[src/rtl/cfbr_pkg.sv]
// ============================================================================
// cfbr_pkg: shared definitions for the continued-fraction ratio block
// Holds widths, parameter defaults and the sequencer state type.
// ============================================================================
package cfbr_pkg;

    localparam int RATIO_W       = 64;
    localparam int TERM_LIMIT_W  = 32;
    localparam int NUM_W         = 32;
    localparam int STEPS_W       = 6;

    localparam int MAX_STEPS_DEF = 32;
    localparam int FRAC_BITS_DEF = 32;
    localparam int TERM_BITS_DEF = 32;

    typedef enum logic [2:0] {
        ST_IDLE,
        ST_CHECK,
        ST_DIV,
        ST_MAC_DEN,
        ST_MAC_NUM,
        ST_MAC_WAIT,
        ST_UPDATE,
        ST_DONE
    } state_t;

endpackage

[src/rtl/cfbr_div.sv]
// ============================================================================
// cfbr_div: bit-serial restoring divider
// Produces one quotient bit per cycle; quotient and remainder hold after done.
// ============================================================================
module cfbr_div (
    input  logic                         aclk,
    input  logic                         aresetn,
    input  logic                         start,
    input  logic [cfbr_pkg::RATIO_W-1:0] dividend,
    input  logic [cfbr_pkg::RATIO_W-1:0] divisor,
    output logic                         done,
    output logic                         busy,
    output logic [cfbr_pkg::RATIO_W-1:0] quotient,
    output logic [cfbr_pkg::RATIO_W-1:0] remainder
);

    localparam int W     = cfbr_pkg::RATIO_W;
    localparam int CNT_W = $clog2(W);

    logic [W-1:0]     rem_reg;
    logic [W-1:0]     quo_reg;
    logic [W-1:0]     dvs_reg;
    logic [CNT_W-1:0] cnt_reg;
    logic             active_reg;
    logic             done_reg;

    logic [W:0]       trial;
    logic [W:0]       diff;
    logic             fits;
    logic [W-1:0]     rem_next;
    logic [W-1:0]     quo_next;

    always_comb begin
        trial    = {rem_reg, quo_reg[W-1]};
        diff     = trial - {1'b0, dvs_reg};
        fits     = ~diff[W];
        rem_next = fits ? diff[W-1:0] : trial[W-1:0];
        quo_next = {quo_reg[W-2:0], fits};
    end

    always_ff @(posedge aclk) begin
        if (!aresetn) begin
            active_reg <= 1'b0;
            done_reg   <= 1'b0;
            cnt_reg    <= '0;
        end else begin
            done_reg <= 1'b0;
            if (start) begin
                active_reg <= 1'b1;
                cnt_reg    <= '0;
            end else if (active_reg) begin
                cnt_reg <= cnt_reg + 1'b1;
                if (cnt_reg == CNT_W'(W - 1)) begin
                    active_reg <= 1'b0;
                    done_reg   <= 1'b1;
                end
            end
        end
    end

    always_ff @(posedge aclk) begin
        if (start) begin
            rem_reg <= '0;
            quo_reg <= dividend;
            dvs_reg <= divisor;
        end else if (active_reg) begin
            rem_reg <= rem_next;
            quo_reg <= quo_next;
        end
    end

    assign done      = done_reg;
    assign busy      = active_reg;
    assign quotient  = quo_reg;
    assign remainder = rem_reg;

endmodule

[src/rtl/cfbr_mac.sv]
// ============================================================================
// cfbr_mac: two-stage multiply-add with limit check
// Computes term * cur + prev and flags whether the result stays within limit.
// ============================================================================
module cfbr_mac #(
    parameter int TERM_BITS = cfbr_pkg::TERM_BITS_DEF
) (
    input  logic                         aclk,
    input  logic [cfbr_pkg::RATIO_W-1:0] term,
    input  logic [TERM_BITS-1:0]         cur,
    input  logic [TERM_BITS-1:0]         prev,
    input  logic [TERM_BITS-1:0]         lim,
    output logic [TERM_BITS-1:0]         value,
    output logic                         ok
);

    localparam int PW = 2 * TERM_BITS;

    logic [PW-1:0]        prod_reg;
    logic [TERM_BITS-1:0] prev_reg;
    logic                 over_reg;
    logic                 cur_zero_reg;
    logic [TERM_BITS-1:0] value_reg;
    logic                 ok_reg;

    logic [PW:0]          sum;

    always_ff @(posedge aclk) begin
        prod_reg     <= PW'(TERM_BITS'(term)) * PW'(cur);
        prev_reg     <= prev;
        over_reg     <= term > cfbr_pkg::RATIO_W'(lim);
        cur_zero_reg <= (cur == '0);
    end

    assign sum = {1'b0, prod_reg} + (PW + 1)'(prev_reg);

    always_ff @(posedge aclk) begin
        if (cur_zero_reg) begin
            value_reg <= prev_reg;
            ok_reg    <= (prev_reg <= lim);
        end else begin
            value_reg <= sum[TERM_BITS-1:0];
            ok_reg    <= !over_reg && (sum <= (PW + 1)'(lim));
        end
    end

    assign value = value_reg;
    assign ok    = ok_reg;

endmodule

[src/rtl/continued_fraction_best_ratio.sv]
// ============================================================================
// continued_fraction_best_ratio: best rational approximation of a ratio
// Expands the magnitude of a signed fixed-point ratio as a continued fraction
// and returns the last convergent whose terms stay within the term limit.
//
//   Channel   Direction  Ports
//   s_        in         s_valid, s_ready, s_ratio_value
//   m_        out        m_valid, m_ready, m_numerator, m_denominator,
//                        m_steps_taken, m_exact
//   cfg_      in         cfg_valid, cfg_ready, cfg_data (term limit)
//
// Each convergent step runs the bit-serial divider and then the shared
// multiply-add, which is used once for the denominator and once for the
// numerator. A request takes up to MAX_STEPS + 2 steps. Reset clears the
// sequencer, the output valid and the term limit. A new request is taken
// while a result waits; a second result then holds until the first
// is taken.
// ============================================================================
module continued_fraction_best_ratio #(
    parameter int MAX_STEPS = cfbr_pkg::MAX_STEPS_DEF,
    parameter int FRAC_BITS = cfbr_pkg::FRAC_BITS_DEF,
    parameter int TERM_BITS = cfbr_pkg::TERM_BITS_DEF
) (
    input  logic                                   aclk,
    input  logic                                   aresetn,
    input  logic                                   cfg_valid,
    output logic                                   cfg_ready,
    input  logic [cfbr_pkg::TERM_LIMIT_W-1:0]      cfg_data,
    input  logic                                   s_valid,
    output logic                                   s_ready,
    input  logic signed [cfbr_pkg::RATIO_W-1:0]    s_ratio_value,
    output logic                                   m_valid,
    input  logic                                   m_ready,
    output logic [cfbr_pkg::NUM_W-1:0]             m_numerator,
    output logic [cfbr_pkg::NUM_W-1:0]             m_denominator,
    output logic [cfbr_pkg::STEPS_W-1:0]           m_steps_taken,
    output logic                                   m_exact
);

    localparam int RW    = cfbr_pkg::RATIO_W;
    localparam int CNT_W = $clog2(MAX_STEPS + 3);
    localparam logic [TERM_BITS-1:0] TERM_TOP = '1;

    cfbr_pkg::state_t state_reg;
    cfbr_pkg::state_t state_next;

    logic [cfbr_pkg::TERM_LIMIT_W-1:0] term_limit_reg;
    logic [TERM_BITS-1:0]              lim;

    logic [RW-1:0]        rn_reg;
    logic [RW-1:0]        rd_reg;
    logic [TERM_BITS-1:0] np_reg;
    logic [TERM_BITS-1:0] nc_reg;
    logic [TERM_BITS-1:0] dp_reg;
    logic [TERM_BITS-1:0] dc_reg;
    logic [CNT_W-1:0]     cnt_reg;
    logic [TERM_BITS-1:0] nd_reg;
    logic                 nd_ok_reg;

    logic                          m_valid_reg;
    logic [cfbr_pkg::NUM_W-1:0]    m_numerator_reg;
    logic [cfbr_pkg::NUM_W-1:0]    m_denominator_reg;
    logic [cfbr_pkg::STEPS_W-1:0]  m_steps_taken_reg;
    logic                          m_exact_reg;

    logic [RW-1:0]        mag;
    logic                 in_accept;
    logic                 more_steps;
    logic                 div_start;
    logic                 div_done;
    logic                 div_busy;
    logic [RW-1:0]        div_quo;
    logic [RW-1:0]        div_rem;
    logic                 mac_sel_num;
    logic [TERM_BITS-1:0] mac_cur;
    logic [TERM_BITS-1:0] mac_prev;
    logic [TERM_BITS-1:0] mac_v;
    logic                 mac_ok;
    logic                 step_ok;
    logic                 out_load;

    assign cfg_ready = 1'b1;

    always_ff @(posedge aclk) begin
        if (!aresetn) begin
            term_limit_reg <= '0;
        end else if (cfg_valid && cfg_ready) begin
            term_limit_reg <= cfg_data;
        end
    end

    always_comb begin
        if (term_limit_reg == '0 || term_limit_reg > cfbr_pkg::TERM_LIMIT_W'(TERM_TOP)) begin
            lim = TERM_TOP;
        end else begin
            lim = TERM_BITS'(term_limit_reg);
        end
    end

    assign mag        = s_ratio_value[RW-1] ? (~$unsigned(s_ratio_value) + 1'b1)
                                            : $unsigned(s_ratio_value);
    assign in_accept  = s_valid && s_ready;
    assign more_steps = (rn_reg != '0) && (cnt_reg != CNT_W'(MAX_STEPS + 2));
    assign step_ok    = nd_ok_reg && mac_ok;

    always_comb begin
        state_next = state_reg;
        case (state_reg)
            cfbr_pkg::ST_IDLE: begin
                if (in_accept) begin
                    state_next = cfbr_pkg::ST_CHECK;
                end
            end
            cfbr_pkg::ST_CHECK: begin
                state_next = more_steps ? cfbr_pkg::ST_DIV : cfbr_pkg::ST_DONE;
            end
            cfbr_pkg::ST_DIV: begin
                if (div_done) begin
                    state_next = cfbr_pkg::ST_MAC_DEN;
                end
            end
            cfbr_pkg::ST_MAC_DEN:  state_next = cfbr_pkg::ST_MAC_NUM;
            cfbr_pkg::ST_MAC_NUM:  state_next = cfbr_pkg::ST_MAC_WAIT;
            cfbr_pkg::ST_MAC_WAIT: state_next = cfbr_pkg::ST_UPDATE;
            cfbr_pkg::ST_UPDATE: begin
                state_next = step_ok ? cfbr_pkg::ST_CHECK : cfbr_pkg::ST_DONE;
            end
            cfbr_pkg::ST_DONE: begin
                if (!m_valid_reg || m_ready) begin
                    state_next = cfbr_pkg::ST_IDLE;
                end
            end
            default: state_next = cfbr_pkg::ST_IDLE;
        endcase
    end

    always_comb begin
        s_ready     = 1'b0;
        div_start   = 1'b0;
        mac_sel_num = 1'b0;
        out_load    = 1'b0;
        case (state_reg)
            cfbr_pkg::ST_IDLE:    s_ready     = 1'b1;
            cfbr_pkg::ST_CHECK:   div_start   = more_steps;
            cfbr_pkg::ST_MAC_NUM: mac_sel_num = 1'b1;
            cfbr_pkg::ST_DONE:    out_load    = !m_valid_reg || m_ready;
            default: begin
                s_ready = 1'b0;
            end
        endcase
    end

    always_ff @(posedge aclk) begin
        if (!aresetn) begin
            state_reg <= cfbr_pkg::ST_IDLE;
        end else begin
            state_reg <= state_next;
        end
    end

    cfbr_div u_div (
        .aclk      (aclk),
        .aresetn   (aresetn),
        .start     (div_start),
        .dividend  (rd_reg),
        .divisor   (rn_reg),
        .done      (div_done),
        .busy      (div_busy),
        .quotient  (div_quo),
        .remainder (div_rem)
    );

    assign mac_cur  = mac_sel_num ? nc_reg : dc_reg;
    assign mac_prev = mac_sel_num ? np_reg : dp_reg;

    cfbr_mac #(
        .TERM_BITS (TERM_BITS)
    ) u_mac (
        .aclk  (aclk),
        .term  (div_quo),
        .cur   (mac_cur),
        .prev  (mac_prev),
        .lim   (lim),
        .value (mac_v),
        .ok    (mac_ok)
    );

    always_ff @(posedge aclk) begin
        if (!aresetn) begin
            cnt_reg <= '0;
        end else if (in_accept) begin
            cnt_reg <= '0;
        end else if (state_reg == cfbr_pkg::ST_UPDATE && step_ok) begin
            cnt_reg <= cnt_reg + 1'b1;
        end
    end

    always_ff @(posedge aclk) begin
        if (in_accept) begin
            rn_reg <= mag;
            rd_reg <= RW'(1) << FRAC_BITS;
            np_reg <= TERM_BITS'(1);
            nc_reg <= '0;
            dp_reg <= '0;
            dc_reg <= TERM_BITS'(1);
        end else if (state_reg == cfbr_pkg::ST_UPDATE && step_ok) begin
            dp_reg <= dc_reg;
            dc_reg <= nd_reg;
            np_reg <= nc_reg;
            nc_reg <= mac_v;
            rd_reg <= rn_reg;
            rn_reg <= div_rem;
        end
        if (state_reg == cfbr_pkg::ST_MAC_WAIT) begin
            nd_reg    <= mac_v;
            nd_ok_reg <= mac_ok;
        end
    end

    always_ff @(posedge aclk) begin
        if (!aresetn) begin
            m_valid_reg <= 1'b0;
        end else if (out_load) begin
            m_valid_reg <= 1'b1;
        end else if (m_ready) begin
            m_valid_reg <= 1'b0;
        end
    end

    always_ff @(posedge aclk) begin
        if (out_load) begin
            m_numerator_reg   <= cfbr_pkg::NUM_W'(nc_reg);
            m_denominator_reg <= cfbr_pkg::NUM_W'(dc_reg);
            m_steps_taken_reg <= cfbr_pkg::STEPS_W'(cnt_reg);
            m_exact_reg       <= (rn_reg == '0);
        end
    end

    assign m_valid       = m_valid_reg;
    assign m_numerator   = m_numerator_reg;
    assign m_denominator = m_denominator_reg;
    assign m_steps_taken = m_steps_taken_reg;
    assign m_exact       = m_exact_reg;

    a_div_start_idle : assert property (@(posedge aclk) disable iff (!aresetn)
        div_start |-> !div_busy)
        else $error("Divider started while still running.");

    a_accept_to_check : assert property (@(posedge aclk) disable iff (!aresetn)
        in_accept |=> (state_reg == cfbr_pkg::ST_CHECK))
        else $error("Accepted request did not start the expansion.");

    a_step_within_limit : assert property (@(posedge aclk) disable iff (!aresetn)
        (state_reg == cfbr_pkg::ST_UPDATE && step_ok) |-> (mac_v <= lim && nd_reg <= lim))
        else $error("Accepted convergent exceeds the term limit.");

    a_step_count_bound : assert property (@(posedge aclk) disable iff (!aresetn)
        cnt_reg <= CNT_W'(MAX_STEPS + 2))
        else $error("Step count ran past the step bound.");

endmodule
[config.mk]
export PLATFORM = sky130hd
export DESIGN_NAME = continued_fraction_best_ratio
export DESIGN_NICKNAME = d
export VERILOG_FILES = /design/src/rtl/cfbr_pkg.sv /design/src/rtl/cfbr_div.sv /design/src/rtl/cfbr_mac.sv /design/src/rtl/continued_fraction_best_ratio.sv
export SDC_FILE = /design/constraint.sdc
export NUM_CORES = 2
export LEC_CHECK = 0
export BUFFER_PORTS_ARGS = -buffer_cell sky130_fd_sc_hd__buf_2
export CAP_MARGIN = 30
export CELL_PAD_IN_SITES_DETAIL_PLACEMENT = 1
export CELL_PAD_IN_SITES_GLOBAL_PLACEMENT = 1
export CORE_MARGIN = 4
export CORE_UTILIZATION = 45
export DETAILED_ROUTE_END_ITERATION = 8
export GPL_TIMING_DRIVEN = 0
export PLACE_DENSITY_LB_ADDON = 0.15
export SLEW_MARGIN = 20
export SYNTH_ARGS = -nofsm -noshare
export SYNTH_HDL_FRONTEND = slang
export SYNTH_SLANG_ARGS = --single-unit
[constraint.sdc]
create_clock -name aclk -period 25 [get_ports aclk]
set_input_delay 1.25 -clock aclk [delete_from_list [all_inputs] [get_ports aclk]]
set_output_delay 1.25 -clock aclk [all_outputs]
set_load 0.03 [all_outputs]
==> flow_summary.ini <==
[timing]
finClkSkew_ns = 0.09683
timing.final.crit_share_pct = 51.03
finalSetupViolations = 0
layout_min_cycle_time_ns = 12.76
timing_hold_violations_final = 0
relSlewSlack_pct = 22.08
drv_slew = 0
setup_tns_ns = 0
postLayoutSetupSlackWorst_ns = 12.24
fmax_mhz = 78.39
whs_ns = 0.4386
rsz0062_at_grt = no
worst_slew_pin_slew_ns = 1.169

[routing]
drt_wl_total_mm = 281.3
route.detailed.drc = 0
wire_per_inst_um = 28.61
viasPerCell = 5.790
drtAntennaViolNets = 0
first_pass_iters = 5
drtIter0Drc = 5117
dr_total_vias = 56921

[finish]
final_nets = 9185
syn_to_final_growth_pct = 10.32
drive_gt1_share_pct = 6.465

[pwr]
p_per_area_nw_per_um2 = 55.41
power_leakage_nw = 34.01
p_total_w = 0.004191
ir_drop_mv = 0.06705

[clock_tree]
root_buffer = clkbuf_16
cts_buffer_depth = 3
cts_tree = built
numCtsBuffers = 83
cts_resized = 0
cts_sinks = 733
clk_pin_slew_ns = 0.06
ctsHoldBuffers = 0
clkLatencyLatePin_ns = 0.73
cts_setup_buffers = 0
htree_levels = 3

[logic_synthesis]
synth_most_common_cell = nand2_1
ys.flop_type = dfxtp_1
synth_common_cells = nand2_1, inv_1, fa_1
synth.distinct_cells = 92
yosysSeqAreaShare_pct = 25.72
synth_top_area_share_pct = 26.22
ys_warn_count = 0
ys_seq_elements = 733
synth_area_um2 = 68560
synthCells = 7427
synth_area_leaders = fa_1, edfxtp_1, dfxtp_1
avgSynthCellArea_um2 = 9.232
yosysTopAreaCell = fa_1
synth_edf_count = 296
synth_nets = 8885
async_flop_share_pct = 0

[min_path]
hold_path.class = flop to flop

[global_routing]
grt_pass1_vias = 60286
gr-usage-all-layers_pct = 35.47
grt_pass1_wl_mm = 409.7
grt-ovfl-total = 0
grt_max_degree = 38
antenna_found_initial = 43

[floorplanning]
initial_utilization_pct = 45.51
rows = 142
die_x_um = 398.3
fp.dieH_um = 398.3
dieArea_um2 = 158700
pin_count = 175
core_um2 = 150700

[setup_path]
crit_fanout = 10
cpMaxStageDelayCell = a2111oi_1
critPathMostFrequentCell = fa_1
crit_path_start_kind = flop
arrival_ns = 13.26
cp.required_ns = 25.51
critPathKind = flop to flop
cp-end-kind = flop
max_stage_delay_ns = 0.92

[placement]
dp_slack_ns = 12.31
portBuffers = 171
hpwl_mm = 231.8
gp_congestion = 1.028

[status]
status = completed

[job]
maxCapViolCount = 0
[placed cells by master (no fill, tap or decap), types with 105 or more instances in the layout]
cell / instances
a21o_1: 105
a21oi_1: 439
and2_1: 521
buf_2: 184
clkbuf_1: 379
dfxtp_1: 437
edfxtp_1: 296
fa_1: 898
ha_1: 459
inv_1: 950
nand2_1: 1276
nor2_1: 245
nor2b_1: 112
o21ai_0: 268
xor2_1: 124
[metrics by stage]
stage / util (%) / area [µm²] / instances
3_3_place_gp: 47.75 / 71940 / 9614
4_1_cts: 50.11 / 75500 / 9803
5_1_grt: 50.18 / 75600 / 9815
2_1_floorplan: - / 68560 / 7427
6_report: 50.20 / 75640 / 9831
3_5_place_dp: 48.13 / 72510 / 9649
[layer usage]
| layer | vias to the layer above | part of all wire, % | global-route usage [%] | routed length, µm |
|---|---|---|---|---|
| met5 | - | 0.037 | 0 | 105 |
| met4 | 14 | 5.5 | 16.15 | 15450 |
| met3 | 640 | 9.0 | 7.881 | 25380 |
| met2 | 2391 | 45 | 55.93 | 125900 |
| met1 | 29304 | 41 | 46.77 | 114500 |
| li1 | 24572 | - | - | - |
[where the power goes]
group          switching [W]  total [W]  internal [W]
Sequential          0.000155    0.00154       0.00138
Combinational       0.000890    0.00134      0.000446
Clock               0.000554    0.00132      0.000762
[area by class of cell]
cell class / instances / area (µm²)
fill: 17474 / 75030
multi-input combinational: 5347 / 45920
sequential: 733 / 17640
inverter: 951 / 3572
tap: 2016 / 2522
clock buffer: 113 / 2372
buffer: 396 / 1518
timing repair buffer: 215 / 1435
clock inverter: 41 / 614.3
antenna: 19 / 47.55
[final timing paths]
kind,start,end,slack [ns],depth (start not counted)
worst max-delay path,state_reg[1],u_mac.prod_reg[62],12.24,29
worst max register to register,state_reg[1],u_mac.prod_reg[62],12.24,29
worst min-delay path,u_mac.value[14],nd_reg[14],0.44,0
worst min register to register,u_mac.value[14],nd_reg[14],0.44,0
[critical path, delay by kind of cell, from the launching register on]
family | cells | cell delay [ns]
XOR/XNOR | 1 | 0.84
flip-flops | 1 | 0.30
multiplexers | 1 | 0.63
buffers and inverters | 8 | 2.92
adder cells (fa/ha/maj) | 9 | 4.08
AND/OR/NAND/NOR | 4 | 0.93
AO/OA/AOI/OAI | 6 | 2.81
[cell families after synthesis]
| kind of cell | synth area share, % |
|---|---|
| compound gates | 9.630 |
| other cells | 0.005469 |
| mux | 2.329 |
| buf+inv | 7.413 |
| fa+ha+maj | 34.60 |
| xor+xnor | 2.836 |
| flops | 25.72 |
| simple gates | 17.47 |
Note: power is estimated with default switching activity, not from simulation.
